[src/design/uhd_pkg.sv]
// Shared types, character constants and sizes for the URL hex escape decoder.
package uhd_pkg;

	localparam logic [7:0] CH_PCT    = 8'h25;
	localparam logic [7:0] CH_BSL    = 8'h5c;
	localparam logic [7:0] CH_X      = 8'h78;
	localparam logic [7:0] CASE_MASK = 8'hdf;
	localparam logic [7:0] CH_A      = 8'h41;
	localparam logic [7:0] CH_0      = 8'h30;
	localparam logic [7:0] HEX_TEN   = 8'd10;

	localparam int QUEUE_DEPTH = 4;
	localparam int BUNDLE_MAX  = 4;

	typedef enum logic [2:0] {
		PH_IDLE,
		PH_PCT,
		PH_PCT_D,
		PH_BSL,
		PH_BSL_X,
		PH_BSL_X_D
	} phase_t;

	typedef struct packed {
		logic [7:0] in_byte;
		logic       in_last;
	} in_item_t;

	typedef struct packed {
		logic [7:0] out_byte;
		logic       out_last;
	} out_item_t;

	typedef struct packed {
		logic [BUNDLE_MAX-1:0][7:0] data;
		logic [2:0]                 cnt;
		logic                       last;
	} bundle_t;

endpackage

[src/design/url_hex_escape_decoder.sv]
// Top level of the URL percent and backslash-x hex escape decoder.
// A byte's first result passes the bundle queue, then the output register; output stall delays it.
// One byte in and one result out per cycle unless stalled; an item yields 0 to 4 results.
// Results drain through a bundle queue of DEPTH entries; input stalls only while it is full.
// Reset: arst_n clears escape phase, queue pointers and the output valid at once.
module url_hex_escape_decoder import uhd_pkg::*; #(
	parameter int DEPTH = QUEUE_DEPTH
) (
	input  logic      clk,
	input  logic      arst_n,
	input  logic      item_valid,
	output logic      item_stall,
	input  in_item_t  item,
	output logic      result_valid,
	input  logic      result_stall,
	output out_item_t result
);

	logic    acc;
	logic    push;
	logic    pop;
	logic    full;
	logic    not_empty;
	bundle_t wr_bundle;
	bundle_t head;

	assign item_stall = full;
	assign acc        = item_valid && !full;

	uhd_front u_front (
		.clk    (clk),
		.arst_n (arst_n),
		.acc    (acc),
		.item   (item),
		.bundle (wr_bundle),
		.push   (push)
	);

	uhd_queue #(
		.DEPTH (DEPTH)
	) u_queue (
		.clk       (clk),
		.arst_n    (arst_n),
		.push      (push),
		.wr_data   (wr_bundle),
		.pop       (pop),
		.rd_data   (head),
		.not_empty (not_empty),
		.full      (full)
	);

	uhd_back u_back (
		.clk          (clk),
		.arst_n       (arst_n),
		.head         (head),
		.head_valid   (not_empty),
		.pop          (pop),
		.result_valid (result_valid),
		.result       (result),
		.result_stall (result_stall)
	);

endmodule

[src/design/uhd_front.sv]
// Front end: tracks escape phase and turns each input byte into a bundle of output bytes.
module uhd_front import uhd_pkg::*; (
	input  logic     clk,
	input  logic     arst_n,
	input  logic     acc,
	input  in_item_t item,
	output bundle_t  bundle,
	output logic     push
);

	phase_t     phase_q;
	logic [7:0] held_q;

	phase_t     ph;
	logic [7:0] hd;
	bundle_t    bd;
	logic       fresh;
	logic       hex;
	logic [7:0] b;

	function automatic bundle_t append(bundle_t src, logic [7:0] v);
		bundle_t r;
		r = src;
		r.data[src.cnt[1:0]] = v;
		r.cnt = src.cnt + 3'd1;
		return r;
	endfunction

	function automatic bundle_t flush(bundle_t src, phase_t p, logic [7:0] h);
		bundle_t r;
		r = src;
		case (p)
			PH_PCT: begin
				r = append(r, CH_PCT);
			end
			PH_PCT_D: begin
				r = append(r, CH_PCT);
				r = append(r, h);
			end
			PH_BSL: begin
				r = append(r, CH_BSL);
			end
			PH_BSL_X: begin
				r = append(r, CH_BSL);
				r = append(r, CH_X);
			end
			PH_BSL_X_D: begin
				r = append(r, CH_BSL);
				r = append(r, CH_X);
				r = append(r, h);
			end
			default: begin
				r = src;
			end
		endcase
		return r;
	endfunction

	function automatic logic [3:0] nibble(logic [7:0] c);
		logic [7:0] t;
		if (c >= CH_A) begin
			t = (c & CASE_MASK) - CH_A + HEX_TEN;
		end else begin
			t = c - CH_0;
		end
		return t[3:0];
	endfunction

	assign b = item.in_byte;

	always_comb begin
		bd    = '0;
		ph    = phase_q;
		hd    = held_q;
		fresh = 1'b0;
		hex   = b inside {[8'h30:8'h39], [8'h41:8'h46], [8'h61:8'h66]};
		case (phase_q)
			PH_PCT, PH_BSL_X: begin
				if (hex) begin
					hd = b;
					ph = (phase_q == PH_PCT) ? PH_PCT_D : PH_BSL_X_D;
				end else begin
					bd    = flush(bd, phase_q, held_q);
					fresh = 1'b1;
				end
			end
			PH_PCT_D, PH_BSL_X_D: begin
				if (hex) begin
					bd = append(bd, {nibble(held_q), nibble(b)});
					ph = PH_IDLE;
					hd = '0;
				end else begin
					bd    = flush(bd, phase_q, held_q);
					fresh = 1'b1;
				end
			end
			PH_BSL: begin
				if (b == CH_X) begin
					ph = PH_BSL_X;
				end else begin
					bd    = flush(bd, phase_q, held_q);
					fresh = 1'b1;
				end
			end
			default: begin
				fresh = 1'b1;
			end
		endcase
		if (fresh) begin
			ph = PH_IDLE;
			hd = '0;
			if (b == CH_PCT) begin
				ph = PH_PCT;
			end else if (b == CH_BSL) begin
				ph = PH_BSL;
			end else begin
				bd = append(bd, b);
			end
		end
		if (item.in_last) begin
			bd      = flush(bd, ph, hd);
			ph      = PH_IDLE;
			hd      = '0;
			bd.last = 1'b1;
		end
	end

	assign bundle = bd;
	assign push   = acc && (bd.cnt != 3'd0);

	always_ff @(posedge clk or negedge arst_n) begin
		if (!arst_n) begin
			phase_q <= PH_IDLE;
			held_q  <= '0;
		end else if (acc) begin
			phase_q <= ph;
			held_q  <= hd;
		end
	end

endmodule

[src/design/uhd_queue.sv]
// Bundle queue between the front end and the output serializer.
module uhd_queue import uhd_pkg::*; #(
	parameter int DEPTH = QUEUE_DEPTH
) (
	input  logic    clk,
	input  logic    arst_n,
	input  logic    push,
	input  bundle_t wr_data,
	input  logic    pop,
	output bundle_t rd_data,
	output logic    not_empty,
	output logic    full
);

	localparam int PW = $clog2(DEPTH);
	localparam int CW = $clog2(DEPTH + 1);

	bundle_t         mem_q [DEPTH];
	logic [PW-1:0]   wr_q;
	logic [PW-1:0]   rd_q;
	logic [CW-1:0]   count_q;

	function automatic logic [PW-1:0] bump(logic [PW-1:0] p);
		return (p == PW'(DEPTH - 1)) ? '0 : p + PW'(1);
	endfunction

	assign rd_data   = mem_q[rd_q];
	assign not_empty = (count_q != '0);
	assign full      = (count_q == CW'(DEPTH));

	always_ff @(posedge clk) begin
		if (push) begin
			mem_q[wr_q] <= wr_data;
		end
	end

	always_ff @(posedge clk or negedge arst_n) begin
		if (!arst_n) begin
			wr_q    <= '0;
			rd_q    <= '0;
			count_q <= '0;
		end else begin
			if (push) begin
				wr_q <= bump(wr_q);
			end
			if (pop) begin
				rd_q <= bump(rd_q);
			end
			if (push && !pop) begin
				count_q <= count_q + CW'(1);
			end else if (pop && !push) begin
				count_q <= count_q - CW'(1);
			end
		end
	end

endmodule

[src/design/uhd_back.sv]
// Back end: serializes queued bundles into single result bytes through an output register.
module uhd_back import uhd_pkg::*; (
	input  logic      clk,
	input  logic      arst_n,
	input  bundle_t   head,
	input  logic      head_valid,
	output logic      pop,
	output logic      result_valid,
	output out_item_t result,
	input  logic      result_stall
);

	logic [1:0] idx_q;
	logic       valid_q;
	out_item_t  res_q;
	logic       load;
	logic       at_end;

	assign load   = head_valid && (!valid_q || !result_stall);
	assign at_end = ({1'b0, idx_q} == (head.cnt - 3'd1));
	assign pop    = load && at_end;

	assign result_valid = valid_q;
	assign result       = res_q;

	always_ff @(posedge clk) begin
		if (load) begin
			res_q.out_byte <= head.data[idx_q];
			res_q.out_last <= head.last && at_end;
		end
	end

	always_ff @(posedge clk or negedge arst_n) begin
		if (!arst_n) begin
			valid_q <= 1'b0;
			idx_q   <= '0;
		end else begin
			if (load) begin
				valid_q <= 1'b1;
				idx_q   <= at_end ? 2'd0 : idx_q + 2'd1;
			end else if (!result_stall) begin
				valid_q <= 1'b0;
			end
		end
	end

endmodule

[config.mk]
export PLATFORM = sky130hd
export DESIGN_NAME = url_hex_escape_decoder
export DESIGN_NICKNAME = d
export VERILOG_FILES = /design/src/design/uhd_pkg.sv /design/src/design/url_hex_escape_decoder.sv /design/src/design/uhd_front.sv /design/src/design/uhd_queue.sv /design/src/design/uhd_back.sv
export SDC_FILE = /design/constraint.sdc
export NUM_CORES = 1
export LEC_CHECK = 0
export BUFFER_PORTS_ARGS = -buffer_cell sky130_fd_sc_hd__buf_2
export CORE_MARGIN = 2
export CORE_UTILIZATION = 55
export DETAILED_ROUTE_END_ITERATION = 7
export PLACE_DENSITY = 0.8
export SYNTH_ARGS = -nofsm -noshare
export SYNTH_HDL_FRONTEND = slang
export SYNTH_SLANG_ARGS = --single-unit
[constraint.sdc]
create_clock -name clk -period 5.6 [get_ports clk]
set_input_delay 0.56 -clock clk [delete_from_list [all_inputs] [get_ports clk]]
set_output_delay 0.56 -clock clk [all_outputs]
set_load 0.01 [all_outputs]
==> flow_metrics.py, run 1 <==
metrics = {
    "yosys": {
        "synth_top_area_share_pct": 48.7,
        "yosys_warnings": 0,
        "syn_area_per_cell_um2": 12.2,
        "synth_cell_type_count": 74,
        "async_flop_share_pct": 12.1,
        "synthesis.nets": 811,
        "synth.area.top_cells": "edfxtp_1 (49%), mux4_2 (11%), dfrtp_1 (5.6%)",
        "netlist_area_um2": 9430,
        "synth_edf_count": 153,
        "ys_seq_elements": 174,
        "netlist_instances": 772,
        "synth_top_area_cell": "edfxtp_1",
        "synth-seq-area-share_pct": 54.3,
        "synth_flop_cell": "edfxtp_1",
    },
    "worst_setup_path": {
        "crit_path_end_kind": "register",
        "crit_end": "u_queue.count_q[1]",
        "crit_required_ns": 5.91,
        "cp_num_buf_inv": 5,
        "r2r_start": "u_front.phase_q[2]",
        "crit_family": "compound AO/OA/AOI/OAI gates",
        "crit_cells": 21,
        "r2r-end": "u_queue.count_q[1]",
        "crit_chain": "buf_2, inv_1, ha_1, or3b_1, o2111ai_2, o211a_2, o21ai_0, o211a_1, buf_4, xnor2_1, inv_1, ha_1, xnor2_1, xnor2_1, a221o_1, o31ai_2, a21oi_4, ha_1, inv_1, fa_1, mux2_2",
        "start_kind": "input port",
        "crit_start": "item[2]",
        "cp_slowest_cell": "or3b_1",
        "critical_path_class": "in -> reg",
        "ff2ff_path_depth": 19,
        "arrival_ns": 5.40,
        "crit_fanout": 8,
        "ff2ff_setup_slack_ns": 0.97,
        "max_stage_delay_ns": 0.44,
    },
    "pwr": {
        "p_leak_nw": 3.73,
        "p_int_w": 0.00287,
        "p_clk_share_pct": 29.1,
        "power.density_nw_per_um2": 392,
        "seqPwrFrac_pct": 44.7,
        "power_frac_comb_pct": 26.2,
        "switching_share_pct": 30.2,
        "net-switching-power_w": 0.00124,
        "ir_worst_vdd_mv": 0.238,
    },
    "timing": {
        "drv_slew": 0,
        "worst_slack_ns": 0.508,
        "hold_viol": 0,
        "fin_setup_tns_ns": 0,
        "rsz0062_at_grt": "no",
        "finClkSkew_ns": 0.0105,
        "setup_viol": 0,
        "min_period_over_period_pct": 90.9,
        "hold_ws_ns": 0.103,
        "worstMarginPinSlew_ns": 1.19,
        "min_period_ns": 5.09,
        "timing.fmax_mhz": 196,
        "relSlewSlack_pct": 20.8,
    },
    "floorplan": {
        "die-area_um2": 18200,
        "ios": 24,
        "die_x_um": 135,
        "core_region_area_um2": 16600,
        "start_util_pct": 56.6,
        "fp.dieH_um": 135,
        "fp-row-count": 47,
    },
    "cts": {
        "insertion_delay_ns": 0.43,
        "clkSinkCount": 174,
        "cts_tree": "yes",
        "ctsHtreeMaxLevel": 4,
        "cts_hold_buf": 0,
        "cts_made_buffers": 17,
        "post-cts-setup-buffers": 0,
        "cts_max_path_buffers": 2,
        "post_cts_resized": 0,
        "root_buffer": "clkbuf_16",
        "path_clk_slew_ns": 0.07,
    },
    "finish": {
        "final_cells": 1030,
        "multi_input_area_um2": 4010,
        "diodes": 0,
        "fillCellCount": 1255,
        "area_growth_pct": 11.3,
        "nets": 836,
        "drive_above_1_share_pct": 19.4,
        "final-seq-area_um2": 5120,
    },
    "grt": {
        "grtUsageTotal_pct": 30.8,
        "grt_max_degree": 39,
        "globalRouteOverflowTotal": 0,
        "grt_first_pass_wirelength_um": 41500,
        "antenna_found_initial": 0,
        "grt_pass1_vias": 6976,
    },
    "detailed_routing": {
        "postRouteAntennaNets": 0,
        "wl_um": 26700,
        "wl_met2_um": 12900,
        "vias": 7003,
        "wl_met1_um": 10600,
        "routedWlPerCell_um": 25.9,
        "maxUsedRoutingLayer": "met4",
        "drt_iter0_drc": 977,
        "remaining_drc_errors": 0,
        "post_drt_via_cell_ratio": 6.80,
        "drtPass1Iterations": 5,
        "route.met3.wl_um": 2370,
    },
    "placed_design": {
        "pre_cts_ws_ns": 0.118,
        "dp.cells": 998,
        "gp_congestion": 1.07,
        "io_buffer_count": 23,
        "dp_hpwl_um": 18500,
    },
    "status": {
        "status": "finished clean",
    },
    "worst_hold_path": {
        "hold_class": "in -> async",
    },
    "flow_run": {
        "drv_cap": 0,
    },
}
stage by stage:
stage | util (%) | power, W | instance area (um2)
floorplan | - | 0.00262 | 9430
global placement | 59.3 | 0.00287 | 9870
detailed placement | 59.3 | 0.00295 | 9870
CTS | 63.0 | 0.00414 | 10500
global route | 63.0 | 0.00428 | 10500
finish | 63.0 | 0.00411 | 10500
worst register-to-register path, delay by kind of cell, from the launching register on:
kind            cells  cell delay (ns)
compound gates      4             0.93
xor+xnor            3             0.64
fa+ha+maj           3             0.98
buf+inv             5             0.77
flops               1             0.36
mux                 1             0.27
simple gates        3             0.54
sequential cells by signal, indices dropped and copies added (netlist names):
signal,count
u_queue.count_q,3
u_front.phase_q,3
u_back.idx_q,2
u_back.result,9
u_queue.wr_q,2
u_queue.rd_q,2
u_back.result_valid,1
u_queue.mem_q,144
u_front.held_q,8
Yosys cell counts, types with 6 or more instances:
| cell type | number |
|---|---|
| a31oi_1 | 14 |
| ha_1 | 25 |
| o22ai_1 | 7 |
| nand2b_1 | 12 |
| o31ai_1 | 7 |
| nor2b_1 | 9 |
| mux4_2 | 44 |
| buf_2 | 11 |
| inv_1 | 23 |
| edfxtp_1 | 153 |
| buf_1 | 6 |
| nor3_1 | 12 |
| nor4_1 | 6 |
| o21ai_0 | 54 |
| nor2_1 | 57 |
| xor2_1 | 7 |
| a22oi_1 | 13 |
| clkbuf_1 | 33 |
| xnor2_1 | 9 |
| nand3_1 | 16 |
| dfrtp_1 | 21 |
| nand2_1 | 68 |
| a21oi_1 | 52 |
| and2_1 | 7 |
placed cells by master (no fill, tap or decap), drive strengths merged, types with 6 or more instances in the layout:
| cell | synthesis | final |
|---|---|---|
| a211oi | 6 | 6 |
| a21oi | 55 | 55 |
| a22oi | 14 | 14 |
| a31oi | 14 | 14 |
| and2 | 7 | 7 |
| buf | 19 | 58 |
| clkbuf | 33 | 17 |
| clkinv | 0 | 7 |
| dfrtp | 21 | 21 |
| edfxtp | 153 | 153 |
| ha | 25 | 25 |
| inv | 23 | 30 |
| mux4 | 44 | 44 |
| nand2 | 68 | 68 |
| nand2b | 12 | 12 |
| nand3 | 16 | 16 |
| nor2 | 58 | 58 |
| nor2b | 9 | 9 |
| nor3 | 14 | 14 |
| nor4 | 7 | 7 |
| o21ai | 57 | 57 |
| o22ai | 7 | 7 |
| o31ai | 8 | 8 |
| xnor2 | 9 | 9 |
| xor2 | 7 | 7 |
power by group through the flow:
stage | logic [W] | registers (W) | clock network (W)
final | 0.00108 | 0.00184 | 0.00119
after global placement | 0.00103 | 0.00184 | 0
after global routing | 0.00116 | 0.00186 | 0.00126
after detailed placement | 0.00108 | 0.00186 | 0
after CTS | 0.00109 | 0.00184 | 0.00120
after floorplan | 0.000806 | 0.00181 | 0
metal layers:
metal | global-route usage [%] | vias to the layer above
met3 | 7.47 | 67
met2 | 48.8 | 383
li1 | - | 3021
met4 | 10.9 | 0
met5 | 0 | -
met1 | 41.8 | 3532
cells by family after synthesis:
family                     share of synthesized area, %
AOI/OAI and AO/OA                                  14.8
xor gates and xnor gates                           1.49
adders and majority gates                          3.53
buffers and inverters                              3.21
DFF                                                54.3
muxes                                              11.5
and+or+nand+nor                                    11.1
worst min path at each step:
stage | startpoint | to | slack (ns)
final | arst_n | u_front.phase_q[2] | 0.10
after global routing | arst_n | u_front.phase_q[2] | 0.12
after CTS | arst_n | u_front.held_q[4] | 0.11
after detailed placement | u_queue.count_q[2] | u_queue.count_q[2] | 0.48
after global placement | u_back.result_valid | u_back.result_valid | 0.47
after floorplan | arst_n | u_back.idx_q[0] | 0.26
area by class of cell:
cell class | count | area share (%)
clock inverters | 15 | 1.81
clock buffers | 17 | 4.06
repair buffers | 58 | 3.60
well taps | 220 | 2.62
multi-input cells | 523 | 38.2
inverters | 23 | 0.823
flip-flops and latches | 174 | 48.8
No activity file was read; power rests on OpenSTA's default activity.
==> run 2, diff against run 1 <==
--- a/config.mk
+++ b/config.mk
@@ -10,2 +10,3 @@
 export CORE_UTILIZATION = 55
+export CTS_CLUSTER_SIZE = 10
 export DETAILED_ROUTE_END_ITERATION = 7
==> constraint.sdc (replaced) <==
create_clock -name clk -period 6.6 [get_ports clk]
set_input_delay 0.66 -clock clk [delete_from_list [all_inputs] [get_ports clk]]
set_output_delay 0.66 -clock clk [all_outputs]
set_load 0.05 [all_outputs]
==> flow_metrics.py, run 2 (synthesis gave the netlist of run 1 again) <==
metrics = {
    "status": {
        "status": "finished, violations left",
        "violations": "DRC",
    },
    "worst_hold_path": {
        "hold_class": "in -> async",
    },
    "grt": {
        "grtUsageTotal_pct": 30.3,
        "grt_first_pass_wirelength_um": 41100,
        "globalRouteOverflowTotal": 0,
        "grt_pass1_vias": 6899,
        "antenna_found_initial": 0,
        "grt_max_degree": 40,
    },
    "placed_design": {
        "io_buffer_count": 23,
        "dp_hpwl_um": 17900,
        "gp_congestion": 0.992,
        "pre_cts_ws_ns": 0.707,
    },
    "finish": {
        "diodes": 0,
        "drive_above_1_share_pct": 17.3,
        "top_register": "u_queue.mem_q",
        "fillCellCount": 1222,
        "final_cell_mix": "edfxtp_1 (153), nand2_1 (68), nor2_1 (57)",
        "final_util_pct": 62.0,
        "nets": 816,
        "multi_input_area_um2": 4020,
        "final_common_cell": "edfxtp_1",
        "area_growth_pct": 9.39,
        "final-seq-area_um2": 5120,
        "largest_register_ffs": 144,
    },
    "worst_setup_path": {
        "r2r_start": "u_front.phase_q[2]",
        "crit_cells": 23,
        "start_kind": "input port",
        "crit_fanout": 13,
        "max_stage_delay_ns": 0.44,
        "crit_start": "item[2]",
        "crit_required_ns": 6.92,
        "crit_chain": "buf_2, inv_1, ha_1, or3b_1, o2111ai_2, o211a_2, o21ai_0, o211a_1, inv_1, ha_1, inv_1, nand2_1, o21ai_1, inv_1, ha_1, nor2_1, o221ai_1, o31ai_2, a21oi_4, ha_1, inv_1, fa_1, mux2_2",
        "critical_path_class": "in -> reg",
        "crit_path_end_kind": "register",
        "cp_num_buf_inv": 6,
        "crit_family": "compound AO/OA/AOI/OAI gates",
        "cp_common_cell": "inv_1",
        "ff2ff_path_depth": 19,
        "cp_slowest_cell": "or3b_1",
        "arrival_ns": 5.88,
    },
    "detailed_routing": {
        "wl_um": 26000,
        "postRouteAntennaNets": 0,
        "drtPass1Iterations": 8,
        "post_drt_via_cell_ratio": 6.90,
        "vias": 6974,
        "remaining_drc_errors": 2,
        "routedWlPerCell_um": 25.8,
        "drt_iter0_drc": 813,
    },
    "cts": {
        "post_cts_resized": 0,
        "path_clk_slew_ns": 0.07,
        "root_buffer": "clkbuf_16",
        "insertion_delay_ns": 0.43,
        "ctsHtreeMaxLevel": 4,
        "cts_max_path_buffers": 2,
        "post-cts-setup-buffers": 0,
        "cts_tree": "yes",
        "clkSinkCount": 174,
        "cts_made_buffers": 17,
        "cts_hold_buf": 0,
    },
    "floorplan": {
        "ios": 24,
        "start_util_pct": 56.6,
        "fp.dieH_um": 135,
        "die-area_um2": 18200,
        "core_region_area_um2": 16600,
        "die_x_um": 135,
        "fp-row-count": 47,
    },
    "timing": {
        "relSlewSlack_pct": 22.7,
        "rsz0062_at_grt": "no",
        "finClkSkew_ns": 0.0102,
        "min_period_over_period_pct": 84.4,
        "worst_slack_ns": 1.03,
        "timing.fmax_mhz": 180,
        "setup_viol": 0,
        "min_period_ns": 5.57,
        "drv_slew": 0,
        "worstMarginPinSlew_ns": 1.16,
        "hold_viol": 0,
        "fin_setup_tns_ns": 0,
    },
    "flow_run": {
        "drv_cap": 0,
    },
    "pwr": {
        "ir_worst_vdd_mv": 0.203,
        "p_leak_nw": 3.62,
        "power_w": 0.00351,
        "power.density_nw_per_um2": 340,
    },
}
run 2: changes by cell type in the layout (fill, tap and decap cells not counted):
| cell | change |
|---|---|
| buf_4 | -20 |
| clkinv_8 | -1 |
| o311ai_4 | +1 |
| clkinv_2 | +2 |
| o311ai_2 | -1 |
| bufinv_16 | -1 |
run 2: metal layers:
metal | track usage [%] | wire length [um] | up-vias
met5 | 0 | 0 | -
met4 | 13.0 | 1000 | 0
met3 | 6.23 | 2450 | 86
met2 | 47.5 | 12200 | 453
met1 | 41.4 | 10400 | 3445
li1 | - | - | 2990
run 2: worst paths after layout:
check	end	slack, ns
worst min-delay path	u_front.held_q[4]	0.19
max in group asynchronous	u_queue.rd_q[0]	6.04
worst max-delay path	u_queue.count_q[1]	1.03
min in group clk	u_back.result_valid	0.44
worst min register to register	u_queue.count_q[2]	0.49
worst max register to register	u_queue.count_q[1]	1.44
run 2: area by class of cell:
| class | count | area share [%] |
|---|---|---|
| sequential | 174 | 49.7 |
| multi-input combinational | 523 | 39.0 |
| clock buffer | 17 | 4.13 |
| tap | 220 | 2.67 |
| timing repair buffer | 38 | 2.21 |
| clock inverter | 15 | 1.49 |
| inverter | 23 | 0.837 |
run 2: through the flow:
stage | instance area (um2) | hold slack, ns | instances
floorplan | 9430 | 0.364 | 772
global placement | 9730 | 0.471 | 978
detailed placement | 9730 | 0.477 | 978
CTS | 10300 | 0.194 | 1010
global route | 10300 | 0.220 | 1010
finish | 10300 | 0.186 | 1010
run 2: worst reg2reg max path: stages (launching register included):
cell,delay [ns]
dfrtp_1,0.55
nand2b_1,0.36
nor2_1,0.50
nand2_1,0.23
o211a_1,0.29
inv_1,0.13
ha_1,0.23
inv_1,0.06
nand2_1,0.04
o21ai_1,0.19
inv_1,0.17
ha_1,0.36
nor2_1,0.25
o221ai_1,0.21
o31ai_2,0.33
a21oi_4,0.14
ha_1,0.26
inv_1,0.07
fa_1,0.41
mux2_2,0.28
run 2: power by group:
| part | switching (W) | leakage [nW] | internal (W) |
|---|---|---|---|
| clock | 0.000461 | 0.287 | 0.000503 |
| combinational | 0.000560 | 1.58 | 0.000438 |
| sequential | 0.000101 | 1.75 | 0.00145 |
| total | 0.00112 | 3.62 | 0.00239 |
